--- config.mk ---
export PLATFORM = sky130hd
export DESIGN_NAME = tlv_extension_finder_core
export DESIGN_NICKNAME = d
export VERILOG_FILES = /design/src/rtl/tlv_ef_pkg.sv /design/src/rtl/tlv_extension_finder_core.sv
export VERILOG_INCLUDE_DIRS = /design/src /design/src/rtl
export SDC_FILE = /design/constraint.sdc
export NUM_CORES = 1
export LEC_CHECK = 0
export ABC_AREA = 1
export BUFFER_PORTS_ARGS = -buffer_cell sky130_fd_sc_hd__buf_2
export CAP_MARGIN = 20
export CORE_MARGIN = 5
export CORE_UTILIZATION = 40
export CTS_BUF_LIST = sky130_fd_sc_hd__clkbuf_4 sky130_fd_sc_hd__clkbuf_8
export DETAILED_ROUTE_END_ITERATION = 8
export PLACE_DENSITY_LB_ADDON = 0.2
export SETUP_SLACK_MARGIN = 0.05
export SYNTH_ARGS = -nofsm -noshare
export SYNTH_HDL_FRONTEND = slang
export SYNTH_SLANG_ARGS = --single-unit
--- constraint.sdc ---
create_clock -name clk_i -period 4.5 [get_ports clk_i]
set_clock_uncertainty 0.05 [all_clocks]
set_input_delay 0.225 -clock clk_i [delete_from_list [all_inputs] [get_ports clk_i]]
set_output_delay 0.225 -clock clk_i [all_outputs]
set_load 0.03 [all_outputs]
--- src/rtl/assert_macros.svh ---
// Assertion helpers, sampled on clk_i and disabled during reset.
`ifndef ASSERT_MACROS_SVH
`define ASSERT_MACROS_SVH
`ifndef SYNTHESIS
`define ASSERT_CLK(lbl, prop, msg) \
  lbl: assert property (@(posedge clk_i) disable iff (!rst_ni) (prop)) else $error(msg);
`define ASSERT_NEVER(lbl, expr, msg) \
  lbl: assert property (@(posedge clk_i) disable iff (!rst_ni) !(expr)) else $error(msg);
`else
`define ASSERT_CLK(lbl, prop, msg)
`define ASSERT_NEVER(lbl, expr, msg)
`endif
`endif

--- src/rtl/tlv_ef_pkg.sv ---
`default_nettype none

package tlv_ef_pkg;

  typedef enum logic [2:0] {
    PH_TYPE_HI = 3'd0,
    PH_TYPE_LO = 3'd1,
    PH_LEN_HI  = 3'd2,
    PH_LEN_LO  = 3'd3,
    PH_PAYLOAD = 3'd4
  } phase_e;

  localparam logic [1:0] STATUS_FOUND     = 2'd0;
  localparam logic [1:0] STATUS_NOT_FOUND = 2'd1;
  localparam logic [1:0] STATUS_MALFORMED = 2'd2;

  localparam logic [15:0] OFFSET_MAX = 16'hFFFF;

endpackage

`default_nettype wire

--- src/rtl/tlv_extension_finder_core.sv ---
// Channel  | Direction | Handshake                 | Payload
// input    | in        | in_valid_i / in_stall_o   | data_byte_i, last_byte_i
// result   | out       | out_valid_o / out_stall_i | match_status_o, payload_offset_o,
//          |           |                           | payload_length_o, well_formed_o
// config   | in        | target_type_we_i          | target_type_i
//
// One byte per clock while in_stall_o is low; the record parser state updates in the cycle a byte is taken.
// A result appears in the cycle after the last byte of a buffer is taken.
// The result register is the only output stage: input stalls only while it holds
// a word that the downstream side is stalling.
// Reset clears the parser, the result register and target_type.
`default_nettype none

module tlv_extension_finder_core #(
  parameter int unsigned BUFFER_BYTES = 65536
) (
  input  wire logic        clk_i,
  input  wire logic        rst_ni,
  input  wire logic        target_type_we_i,
  input  wire logic [15:0] target_type_i,
  input  wire logic        in_valid_i,
  output logic             in_stall_o,
  input  wire logic [7:0]  data_byte_i,
  input  wire logic        last_byte_i,
  output logic             out_valid_o,
  input  wire logic        out_stall_i,
  output logic [1:0]       match_status_o,
  output logic [15:0]      payload_offset_o,
  output logic [15:0]      payload_length_o,
  output logic             well_formed_o
);

  localparam int unsigned PW = $clog2(BUFFER_BYTES + 2);
  localparam logic [31:0] BufBytes = 32'(BUFFER_BYTES);

  logic [15:0] target_q;

  tlv_ef_pkg::phase_e phase_q, phase_d, t_phase;
  logic [PW-1:0] pos_q, pos_d;
  logic [15:0]   held_type_q, held_type_d, t_held_type;
  logic [15:0]   left_q, left_d, t_left;
  logic          seen_q, seen_d, t_seen;
  logic [15:0]   moff_q, moff_d, t_moff;
  logic [15:0]   mlen_q, mlen_d, t_mlen;
  logic          mdone_q, mdone_d, t_mdone;

  logic        out_valid_q;
  logic [1:0]  status_q, status_d;
  logic [15:0] off_q, off_d;
  logic [15:0] len_q, len_d;
  logic        wf_q, wf_d;

  logic        accept;
  logic        in_range;
  logic        over;
  logic        boundary;
  logic [15:0] len_word;
  logic [15:0] left_dec;
  logic [31:0] off_full;

  assign in_stall_o = out_valid_q & out_stall_i;
  assign accept     = in_valid_i & ~in_stall_o;
  assign in_range   = 32'(pos_q) < BufBytes;
  assign over       = ~in_range;
  assign len_word   = {left_q[7:0], data_byte_i};
  assign left_dec   = left_q - 16'd1;
  assign off_full   = 32'(pos_q) + 32'd1;

  // Parser step for one byte.
  always_comb begin
    t_phase     = phase_q;
    t_held_type = held_type_q;
    t_left      = left_q;
    t_seen      = seen_q;
    t_moff      = moff_q;
    t_mlen      = mlen_q;
    t_mdone     = mdone_q;
    if (in_range) begin
      case (phase_q)
        tlv_ef_pkg::PH_TYPE_LO: begin
          t_held_type = {held_type_q[7:0], data_byte_i};
          t_phase     = tlv_ef_pkg::PH_LEN_HI;
        end
        tlv_ef_pkg::PH_LEN_HI: begin
          t_left  = {8'd0, data_byte_i};
          t_phase = tlv_ef_pkg::PH_LEN_LO;
        end
        tlv_ef_pkg::PH_LEN_LO: begin
          if (!seen_q && held_type_q == target_q) begin
            t_seen  = 1'b1;
            t_moff  = (off_full > 32'(tlv_ef_pkg::OFFSET_MAX)) ?
                      tlv_ef_pkg::OFFSET_MAX : off_full[15:0];
            t_mlen  = len_word;
            t_mdone = (len_word == 16'd0);
          end
          t_left  = len_word;
          t_phase = (len_word == 16'd0) ? tlv_ef_pkg::PH_TYPE_HI : tlv_ef_pkg::PH_PAYLOAD;
        end
        tlv_ef_pkg::PH_PAYLOAD: begin
          t_left = left_dec;
          if (left_dec == 16'd0) begin
            if (seen_q) t_mdone = 1'b1;
            t_phase = tlv_ef_pkg::PH_TYPE_HI;
          end
        end
        default: begin
          t_held_type = {8'd0, data_byte_i};
          t_phase     = tlv_ef_pkg::PH_TYPE_LO;
        end
      endcase
    end
  end

  // Result for the last byte, taken from the post-step state.
  always_comb begin
    boundary = (t_phase == tlv_ef_pkg::PH_TYPE_HI) && !over;
    if (!over && t_seen && t_mdone) begin
      status_d = tlv_ef_pkg::STATUS_FOUND;
      off_d    = t_moff;
      len_d    = t_mlen;
    end else begin
      status_d = boundary ? tlv_ef_pkg::STATUS_NOT_FOUND : tlv_ef_pkg::STATUS_MALFORMED;
      off_d    = 16'd0;
      len_d    = 16'd0;
    end
    wf_d = boundary;
  end

  always_comb begin
    phase_d     = phase_q;
    pos_d       = pos_q;
    held_type_d = held_type_q;
    left_d      = left_q;
    seen_d      = seen_q;
    moff_d      = moff_q;
    mlen_d      = mlen_q;
    mdone_d     = mdone_q;
    if (accept) begin
      if (last_byte_i) begin
        // drop the parse and start the next buffer from scratch
        phase_d     = tlv_ef_pkg::PH_TYPE_HI;
        pos_d       = '0;
        held_type_d = '0;
        left_d      = '0;
        seen_d      = 1'b0;
        moff_d      = '0;
        mlen_d      = '0;
        mdone_d     = 1'b0;
      end else begin
        phase_d     = t_phase;
        pos_d       = in_range ? PW'(off_full) : PW'(BufBytes + 32'd1);
        held_type_d = t_held_type;
        left_d      = t_left;
        seen_d      = t_seen;
        moff_d      = t_moff;
        mlen_d      = t_mlen;
        mdone_d     = t_mdone;
      end
    end
  end

  always_ff @(posedge clk_i or negedge rst_ni) begin
    if (!rst_ni) begin
      target_q    <= '0;
      phase_q     <= tlv_ef_pkg::PH_TYPE_HI;
      pos_q       <= '0;
      held_type_q <= '0;
      left_q      <= '0;
      seen_q      <= 1'b0;
      moff_q      <= '0;
      mlen_q      <= '0;
      mdone_q     <= 1'b0;
      out_valid_q <= 1'b0;
    end else begin
      if (target_type_we_i) target_q <= target_type_i;
      phase_q     <= phase_d;
      pos_q       <= pos_d;
      held_type_q <= held_type_d;
      left_q      <= left_d;
      seen_q      <= seen_d;
      moff_q      <= moff_d;
      mlen_q      <= mlen_d;
      mdone_q     <= mdone_d;
      if (accept && last_byte_i) begin
        out_valid_q <= 1'b1;
      end else if (!out_stall_i) begin
        out_valid_q <= 1'b0;
      end
    end
  end

  always_ff @(posedge clk_i or negedge rst_ni) begin
    if (!rst_ni) begin
      status_q <= '0;
      off_q    <= '0;
      len_q    <= '0;
      wf_q     <= 1'b0;
    end else if (accept && last_byte_i) begin
      status_q <= status_d;
      off_q    <= off_d;
      len_q    <= len_d;
      wf_q     <= wf_d;
    end
  end

  assign out_valid_o      = out_valid_q;
  assign match_status_o   = status_q;
  assign payload_offset_o = off_q;
  assign payload_length_o = len_q;
  assign well_formed_o    = wf_q;

`include "assert_macros.svh"

  `ASSERT_CLK(a_last_gives_word, accept && last_byte_i |=> out_valid_o,
              "last byte without result")
  `ASSERT_CLK(a_last_clears,
              accept && last_byte_i |=> phase_q == tlv_ef_pkg::PH_TYPE_HI && pos_q == '0,
              "parser not cleared after last byte")
  `ASSERT_CLK(a_zero_unless_found,
              out_valid_o && match_status_o != tlv_ef_pkg::STATUS_FOUND |->
              payload_offset_o == 16'd0 && payload_length_o == 16'd0,
              "offset or length set without match")
  `ASSERT_NEVER(a_wf_not_malformed,
                out_valid_o && well_formed_o && match_status_o == tlv_ef_pkg::STATUS_MALFORMED,
                "well formed buffer marked malformed")
  `ASSERT_NEVER(a_stall_only_full, in_stall_o && !out_valid_o,
                "input stalled with empty result register")

endmodule

`default_nettype wire
Word level (Yosys, flattened, before mapping):

Cells that the tools add are included.

* register bits: 138
* bits in latches: 0
* RAM bits: 0
* memory bits (read-only): 0
* input port bits: 30
* output and inout port bits: 37
* logic and storage cells: 80
* memories: 0

* add/subtract/negate cells: 2
* multipliers: 0
* divide/modulo/power cells: 0
* $lt $le $gt $ge: 2
* equal/unequal tests: 7
* shift operators: 0
* mux-type cells: 38
* bitwise logic cells: 3
* reductions and logical operators: 14

Operators by type and width (count)
* $mux 16: 15
* $pmux 16 s3: 1
* $mux 17: 2
* $logic_not 16->1: 2
* $pmux 16 s2: 1
* $add 17x1->18 const B: 1
* $gt 18x16->1 const B: 1
* $lt 17x17->1 const B: 1
* $eq 16x16->1: 1
* $sub 16x1->16 const B: 1
* $mux 3: 4
* $pmux 3 s4: 1
* $mux 1: 11
* $eq 3x2->1 const B: 2
* $reduce_and 3->1: 2
* $logic_and 1x1->1: 5
* $mux 2: 2
* $ne 2x1->1 const B: 2
* $reduce_bool 4->1: 1
* $eq 3x1->1 const B: 1
* $eq 3x3->1 const B: 1
* $logic_not 3->1: 1
* $reduce_or 3->1: 1
* $and 1x1->1: 2
* other kinds (4): 4

Logic depth before layout (Yosys ltp):

Gate-level depths: netlist (run 1).

* depth in word-level cells: 9
* gate-level depth with buffers: 18
* mapped depth without buffers: 18

Worst setup path before layout (run 1):

OpenSTA, ideal clock, no wires.

* kind: register to register
* start: register pos_q[0]
* end: register off_q[3], in the netlist payload_offset_o[3]
* library setup time: 0.118 ns
* arrival time: 2.436 ns
* data required time: 4.332 ns
* setup slack: 1.895 ns
* stages on the path, launching flop included: 17
* buffers on the path: 1
* period minus slack after synthesis: 2.605 ns
* cells stage by stage: dfrtp_1 > ha_1 > nand3_1 > inv_1 > nand3_1 > nor2_1 > nand3_1 > nor2_1 > nand4_1 > ha_1 > nor2_1 > clkbuf_1 > nand3_1 > nand2_1 > nor2_1 > nand4_1 > nand2_1

* word-level cells in the longest chain between the ends: 7
* elaborated cells on any way between the ends: 12
* those cells by class: add/sub (1); order compare (2); mux (7); reduce/logical (2)

RTL lines
* from (decl): RTL line tlv_extension_finder_core.sv:39 `logic [PW-1:0] pos_q, pos_d;`
* from (signal assigned): RTL line tlv_extension_finder_core.sv:177 `pos_q <= pos_d;`
* $add 17x1->18: RTL line tlv_extension_finder_core.sv:67 `assign off_full = 32'(pos_q) + 32'd1;`
* $gt 18x16->1: RTL line tlv_extension_finder_core.sv:91 `t_moff = (off_full > 32'(tlv_ef_pkg::OFFSET_MAX)) ?`
* $mux 16: RTL line tlv_extension_finder_core.sv:91
* $mux 16: RTL line tlv_extension_finder_core.sv:89 `if (!seen_q && held_type_q == target_q) begin`
* $mux 16: RTL line tlv_extension_finder_core.sv:79 `case (phase_q)`
* $mux 16: RTL line tlv_extension_finder_core.sv:78 `if (in_range) begin`
* $mux 16 *: RTL line tlv_extension_finder_core.sv:117 `if (!over && t_seen && t_mdone) begin`
* to (signal assigned): RTL line tlv_extension_finder_core.sv:195 `off_q <= '0;`
* to (signal assigned): RTL line tlv_extension_finder_core.sv:200 `off_q <= off_d;`
* to (decl): RTL line tlv_extension_finder_core.sv:49 `logic [15:0] off_q, off_d;`

Every way passes the cells marked *; elsewhere a longest branch is shown, timed or not.
A chain may end at the register's enable or synchronous reset.

Final worst setup path (run 1):

* start: register pos_q[0]
* end: register off_q[15], in the netlist payload_offset_o[15]

Same word-level chain as after synthesis.

==> metrics.md, run 1 <==
| Metric | Value |
|---|---|
| Initial antenna violation count | 0 |
| Hold Vio Cnt, Final | 0 |
| Total CTS buffers | 17 |
| Post-Route WL | 19,430 um |
| N_diodes | 0 |
| Clock slew seen by the registers of the worst setup and hold paths | 0.08 ns |
| Slew Limit Headroom | 33.82% |
| Syn Area/Cell | 8.018 um2 |
| Wire length of the first global-routing pass | 32,740 um |
| Worst path arrival time | 3.16 ns |
| Req. time, crit path | 4.80 ns |
| Num Clock Sinks | 138 |
| Cells on worst reg2reg path | 16 |
| Distinct cell type count after synthesis | 41 |
| Setup crit start kind | flip-flop |
| Skew-Pair Late Insertion Delay | 0.46 ns |
| Share of the synthesized area in the top cell type | 47.23% |
| Layout cells sized above 1 | 15.53% |
| Final Core Density | 47.01% |
| Std cell rows | 49 |
| Hold Path Stages | 3 |
| GR Overflow Total | 0 |
| I/O Buffers | 66 |
| Max clock buf depth | 2 |
| # H-tree levels | 4 |
| Top cells by area, synth | dfrtp_1 47%, nand2_1 12%, o22ai_1 5.6% |
| Syn Std Cell Area | 0.007312 mm2 |
| Postcts setup bufs | 0 |
| Post-synthesis register bit count | 138 |
| Post-detail-place hpwl | 13,110 um |
| Post-CTS sizing | 0 |
| DR pass1 iterations | 7 |
| Syn nets | 947 |
| Worst slew pin tran | 0.9927 ns |
| Synth cell count leaders | 228 x nand2_1, 138 x dfrtp_1, 98 x inv_1 |
| F_max | 349.9 MHz |
| Unrepaired setup endpoints after global routing | false |
| Max-capacitance violation count | 0 |
| Setup TNS | 0 ns |
| PD cells | 421.8 mW/mm2 |
| # setup viols final | 0 |
| Vias in the first global route | 6,329 |
| Iteration-0 DRC Markers | 573 |
| Final period util | 63.50% |
| Post-DRT Antenna Nets | 0 |
| Pint | 0.002293 W |
| Crit path time final | 2.858 ns |
| EDFF count, synth | 0 |
| Hold Path Class | in -> reg |
| Max FO, Critical Path | 15 |
| GPL Wtd Cong | 0.8932 |
| Switching Power | 0.001269 W |
| Status | finished clean |
| Mapped Cells | 912 |
| Setup WS pre-CTS | 1.655 ns |
| Chip width | 145.2 um |
| Sequential Power Share | 39.7% |
| Drc violations | 0 |
| Total GRT Usage | 18.77% |
| IO Pins | 67 |
| Vias | 6,388 |
| Core area | 0.01796 mm2 |
| Post-synthesis sequential area ratio | 47.23% |
| CTS tree | built |
| Layout Area Growth over Synthesis | 15.49% |
| Die area | 0.02108 mm2 |
| Fin nets | 1,020 |
| Via density | 5.206 |
| Sw Ratio | 35.62% |
| Drt wl/cell | 15.83 um |
| Worst IR Drop VDD | 0.0001907 V |
| Largest net degree at the start of global routing | 105 |
| Initial Utilization | 40.70% |
| Combinational power share | 26.5% |
| Tot Pwr | 0.003561 W |
| CP endpoint kind | flip-flop |
| Count leader, synth | nand2_1 |
| Die H | 145.2 um |
| Warnings from Yosys | 0 |
| Pleak | 4.213 nW |
| Post-synth top area cell | dfrtp_1 |
| Final Max Tran Viols | 0 |
| Critical path type | reg -> reg |
| Post-synth top flop | dfrtp_1 |
| Async set-or-reset flop fraction in the synthesized netlist | 100.0% |
| WHS | 0.04761 ns |
| Clock root cell | clkbuf_8 |
| Setup ws final | 1.642 ns |
| Clock power frac | 33.8% |
## path summary, 6_finish.rpt
path                                                 startpoint  slack (ns)                                to
worst max-delay path                       pos_q[0]$_DFFE_PN0P_        1.64  payload_offset_o[15]$_DFFE_PN0P_
worst min-delay path                             data_byte_i[1]        0.05        held_type_q[1]$_DFFE_PN0P_
worst max register to register             pos_q[0]$_DFFE_PN0P_        1.64  payload_offset_o[15]$_DFFE_PN0P_
worst min register to register  payload_offset_o[8]$_DFFE_PN0P_        0.43   payload_offset_o[8]$_DFFE_PN0P_
max in group asynchronous                                rst_ni        2.90              pos_q[8]$_DFFE_PN0P_
min in group asynchronous                                rst_ni        0.39          target_q[11]$_DFFE_PN0P_
## cell usage in the layout (no fill, tap or decap), types with 2 or more instances in the layout
cell type	Yosys	final
a21o_1	2	2
a21oi_1	11	11
a22oi_1	6	6
buf_2	9	65
buf_4	0	10
bufinv_16	0	5
clkbuf_4	3	2
clkbuf_8	0	17
clkinv_1	3	3
clkinv_2	0	2
clkinv_4	0	2
dfrtp_1	138	138
dlygate4sd3_1	0	18
ha_1	5	5
inv_1	98	98
inv_2	8	8
inv_6	0	3
mux2_2	14	14
nand2_1	228	228
nand2_2	3	3
nand2_4	2	2
nand3_1	48	48
nand4_1	42	42
nor2_1	88	87
nor2_2	7	8
nor2_4	5	5
nor3_1	5	5
nor4_1	2	2
o211ai_1	2	2
o21ai_0	43	43
o21ai_1	8	7
o22ai_1	65	65
xnor2_1	6	6
xor2_1	23	23
## registers in the layout, summed over array words and instances, names as in the netlist
name              flops
mlen_q               16
well_formed_o         1
left_q               16
pos_q                17
seen_q                1
payload_offset_o     16
payload_length_o     16
held_type_q          16
match_status_o        2
mdone_q               1
target_q             16
out_valid_o           1
moff_q               16
phase_q               3
## routing by layer
layer / global-route usage [%] / up-vias / routed length (um)
met1: 25.76 / 3020 / 9014
met2: 30.24 / 170 / 9188
met4: 4.991 / 0 / 250
met3: 4.085 / 29 / 970
met5: 0 / - / 0
li1: - / 3169 / -
## layout make-up
class	count	area [um2]
flip-flops and latches	138	3453
fillers	1790	9519
clock inverters	13	215.2
multi-input cells	624	3233
well taps	229	286.5
clock buffers	19	249.0
inverters	110	415.4
repair buffers	94	591.8
## through the flow
stage          cells  cell area [um2]
3_3_place_gp    1177             7800
4_1_cts         1226             8434
3_5_place_dp    1177             7800
2_1_floorplan    912             7312
6_report        1227             8444
5_1_grt         1227             8444
## kinds of logic after synthesis
group | count (synthesis) | synth area share, %
fa+ha+maj | 5 | 0.8556
buf+inv | 150 | 8.710
compound gates | 142 | 11.38
mux | 14 | 2.156
xor+xnor | 29 | 3.474
flops | 138 | 47.23
simple gates | 434 | 26.20
## worst max-delay path: stages (launching register included)
cell	delay, ns
dfrtp_1	0.49
ha_1	0.23
nand3_1	0.15
inv_1	0.11
nand3_1	0.14
nor2_1	0.16
nand3_1	0.11
nor2_1	0.11
nand4_1	0.09
ha_1	0.30
nor2_1	0.09
buf_4	0.22
nand3_1	0.14
nand2_1	0.13
nor2_1	0.05
nand4_1	0.12
nand2_1	0.06
## power groups by stage
| stage | clock network (W) | logic [W] | registers, W |
|---|---|---|---|
| 4_1_cts | 0.00123 | 0.000936 | 0.00141 |
| 6_report | 0.00120 | 0.000945 | 0.00141 |
| 2_1_floorplan | 0 | 0.000694 | 0.00142 |
| 3_3_place_gp | 0 | 0.000923 | 0.00144 |
| 3_5_place_dp | 0 | 0.000919 | 0.00144 |
| 5_1_grt | 0.00128 | 0.00106 | 0.00142 |
## repair_timing
item / CTS / global route
endpoints found under the hold margin: 119 / 1
hold buffers: 17 / 1
endpoints found under the setup margin: 0 / 0
Note: power is estimated with default switching activity, not from simulation.
==> inputs of run 2 (changes only) <==
==> constraint.sdc (replaced) <==
create_clock -name clk_i -period 2.4 [get_ports clk_i]
set_clock_uncertainty 0.05 [all_clocks]
set_input_delay 0.12 -clock clk_i [delete_from_list [all_inputs] [get_ports clk_i]]
set_output_delay 0.12 -clock clk_i [all_outputs]
set_load 0.03 [all_outputs]
==> metrics.md, run 2 (same netlist as run 1, synthesis figures left out) <==
| Metric | Value |
|---|---|
| Placed inst area | 0.008123 mm2 (+4.1%) |
| Wire length of the first global-routing pass | 33,290 um (+1.7%) |
| Vias in the first global route | 6,456 (+2.0%) |
| Crit path time final | 2.362 ns (-0.4956 ns) |
| # H-tree levels | 4 (unchanged) |
| CTS tree | built |
| Final Cell Area | 0.009075 mm2 (+7.5%) |
| IO Pins | 67 (unchanged) |
| Max-capacitance violation count | 0 (unchanged) |
| Core area | 0.01796 mm2 (unchanged) |
| Delay-heaviest family, CP | simple AND/OR/NAND/NOR gates |
| GPL Wtd Cong | 0.8820 (-1.3%) |
| Layout cells sized above 1 | 23.50% (+8.0 points) |
| Critical Path Stages | 15 (-1) |
| Worst path most repeated cell | nand3_2 |
| Req. time, crit path | 2.70 ns (-2.10 ns) |
| Wl on met1 | 9629 um (+6.8%) |
| Reg2reg start | pos_q[0]$_DFFE_PN0P_ |
| Largest net degree at the start of global routing | 69 (-34%) |
| Drc violations | 0 (unchanged) |
| Chip width | 145.2 um (unchanged) |
| Layout Area Growth over Synthesis | 24.11% |
| Post-detail-place hpwl | 13,770 um (+5.1%) |
| Setup TNS | 0 ns (unchanged) |
| GR Overflow Total | 0 (unchanged) |
| Std cell rows | 49 (unchanged) |
| F_max | 423.3 MHz (+21%) |
| # setup viols final | 0 (unchanged) |
| Area of the multi-input gates | 0.003495 mm2 (+8.1%) |
| Vias | 6,571 (+2.9%) |
| Max reg flops | 17 (unchanged) |
| Die area | 0.02108 mm2 (unchanged) |
| Leading cell type in the layout, fill and taps excluded | nand2_1 |
| FF-to-FF setup slack | 0.04 ns (-1.60 ns) |
| Clock slew seen by the registers of the worst setup and hold paths | 0.08 ns (about the same) |
| CP max stage cell | dfrtp_1 |
| Detail Route met2 WL | 9464 um (+3.0%) |
| Setup crit start kind | flip-flop |
| Clock root cell | clkbuf_8 |
| Crit path buffers/inverters | 2 (unchanged) |
| Worst Setup SP | pos_q[0]$_DFFE_PN0P_ |
| Fillcell total | 1,712 (-4.4%) |
| Post-placement cell count | 1,202 (+2.1%) |
| CP endpoint kind | flip-flop |
| Pleak | 4.424 nW (+5.0%) |
| Drt wl/cell | 15.96 um (+0.83%) |
| Cells on worst reg2reg path | 15 (-1) |
| Crit path to | moff_q[5]$_DFFE_PN0P_ |
| Non-filler instance count after layout | 1,263 (+2.9%) |
| Routed wl met3 | 848 um (-13%) |
| Crit path largest cell delay | 0.37 ns (-0.12 ns) |
| Post-DRT Antenna Nets | 0 (unchanged) |
| Fin nets | 1,056 (+3.5%) |
| Worst IR Drop VDD | 0.0003994 V (+110%) |
| Final Max Tran Viols | 0 (unchanged) |
| Skew-Pair Late Insertion Delay | 0.47 ns (about the same) |
| Die H | 145.2 um (unchanged) |
| N_diodes | 0 (unchanged) |
| R2R Path End | moff_q[5]$_DFFE_PN0P_ |
| Total CTS buffers | 17 (unchanged) |
| Hold Path Stages | 4 (+1) |
| PD cells | 747.3 mW/mm2 (+77%) |
| Cell chain of the critical path | ha_2 > nand3_2 > inv_2 > nand3_2 > nor2_2 > nand3_2 > nor2_1 > nand4_1 > ha_4 > nor2_4 > clkbuf_16 > nand2_1 > nand2_2 > a21oi_2 > a21o_1 |
| Max FO, Critical Path | 7 (-8) |
| Slew Limit Headroom | 62.00% (+28 points) |
| Hold Vio Cnt, Final | 0 (unchanged) |
| Iteration-0 DRC Markers | 491 (-14%) |
| Most flop-heavy register | pos_q |
| Max clock buf depth | 2 (unchanged) |
| Via density | 5.203 (about the same) |
| Critical path type | reg -> reg |
| Worst path arrival time | 2.66 ns (-0.50 ns) |
| Hold Path Class | in -> reg |
| Final period util | 98.42% (+35 points) |
| Worst slew pin tran | 0.5700 ns (-0.4228 ns) |
| I/O Buffers | 66 (unchanged) |
| Post-Route WL | 20,160 um (+3.8%) |
| Initial Utilization | 40.70% (unchanged) |
| Tot Pwr | 0.006782 W (+90%) |
| Commonest cells after routing, fill and taps aside | 208 x nand2_1, 136 x dfrtp_1, 95 x inv_1, 76 x nor2_1, 65 x buf_2 |
| Total GRT Usage | 19.10% (+0.33 points) |
| Num Clock Sinks | 138 (unchanged) |
| Max layer used | met4 |
| Initial antenna violation count | 0 (unchanged) |
| DR pass1 iterations | 5 (-2) |
| Final Core Density | 50.52% (+3.5 points) |
| Unrepaired setup endpoints after global routing | true |
| Status | finished clean |
| Storage element area | 0.003456 mm2 (about the same) |
-- run 2: changes by cell type in the layout (fill, tap and decap cells not counted), moves of 5 or more --
cell	delta
nand2_1	-20
dlygate4sd3_1	+8
nor2_4	+6
nor2_2	+5
nand3_1	-16
nand2_2	+19
buf_12	+9
nor2_1	-11
buf_4	+18
nand3_2	+14
-- run 2: per-stage QoR --
stage	setup WS, ns	hold WS, ns
after floorplan	0.04006	-0.2256
after global placement	0.08692	0.03819
after detailed placement	0.01060	0.03429
after CTS	0.06951	0.02657
after global routing	-0.1496	0.04668
final	0.03784	0.03036
-- run 2: worst min path at each step --
stage	startpoint	end	slack (ns)
after floorplan	rst_ni	held_type_q[0]$_DFFE_PN0P_	-0.23
after global placement	rst_ni	left_q[12]$_DFFE_PN0P_	0.04
after detailed placement	rst_ni	left_q[12]$_DFFE_PN0P_	0.03
after CTS	last_byte_i	pos_q[0]$_DFFE_PN0P_	0.03
after global routing	last_byte_i	mdone_q$_DFFE_PN0P_	0.05
final	last_byte_i	pos_q[0]$_DFFE_PN0P_	0.03
-- run 2: where the power goes --
group,total [W],switching (W),internal [W]
registers,0.00261,0.000145,0.00246
clock network,0.00200,0.000986,0.00102
logic,0.00217,0.00139,0.000778
-- run 2: routing by layer --
layer	up-vias	track usage, %
li1	3229	-
met1	3198	26.78
met2	124	30.35
met3	20	4.116
met4	0	4.618
met5	-	0
-- run 2: worst reg2reg max path, cell delays in order, from the launching register on --
cell and delay (ns):
dfrtp_1 0.37, ha_2 0.20, nand3_2 0.08, inv_2 0.07, nand3_2 0.07, nor2_2 0.12, nand3_2 0.08, nor2_1 0.11
nand4_1 0.14, ha_4 0.29, nor2_4 0.14, clkbuf_16 0.18, nand2_1 0.07, nand2_2 0.08, a21oi_2 0.05, a21o_1 0.17
-- run 2: layout make-up --
| type | instances | area share, % |
|---|---|---|
| clock buffers | 21 | 3.047 |
| clock inverters | 11 | 1.475 |
| inverters | 110 | 4.577 |
| multi-input cells | 624 | 38.51 |
| flip-flops and latches | 138 | 38.08 |
| well taps | 229 | 3.157 |
| repair buffers | 130 | 11.15 |
-- run 2: what timing repair did --
item | 4_1_cts | 5_1_grt
resized for setup | 1 | 64
setup buffers | 0 | 2
setup endpoints to repair | 9 | 53
pin swaps | 1 | 41
cloned | 0 | 1
hold endpoints to repair | 164 | 0
hold buffers | 26 | 0
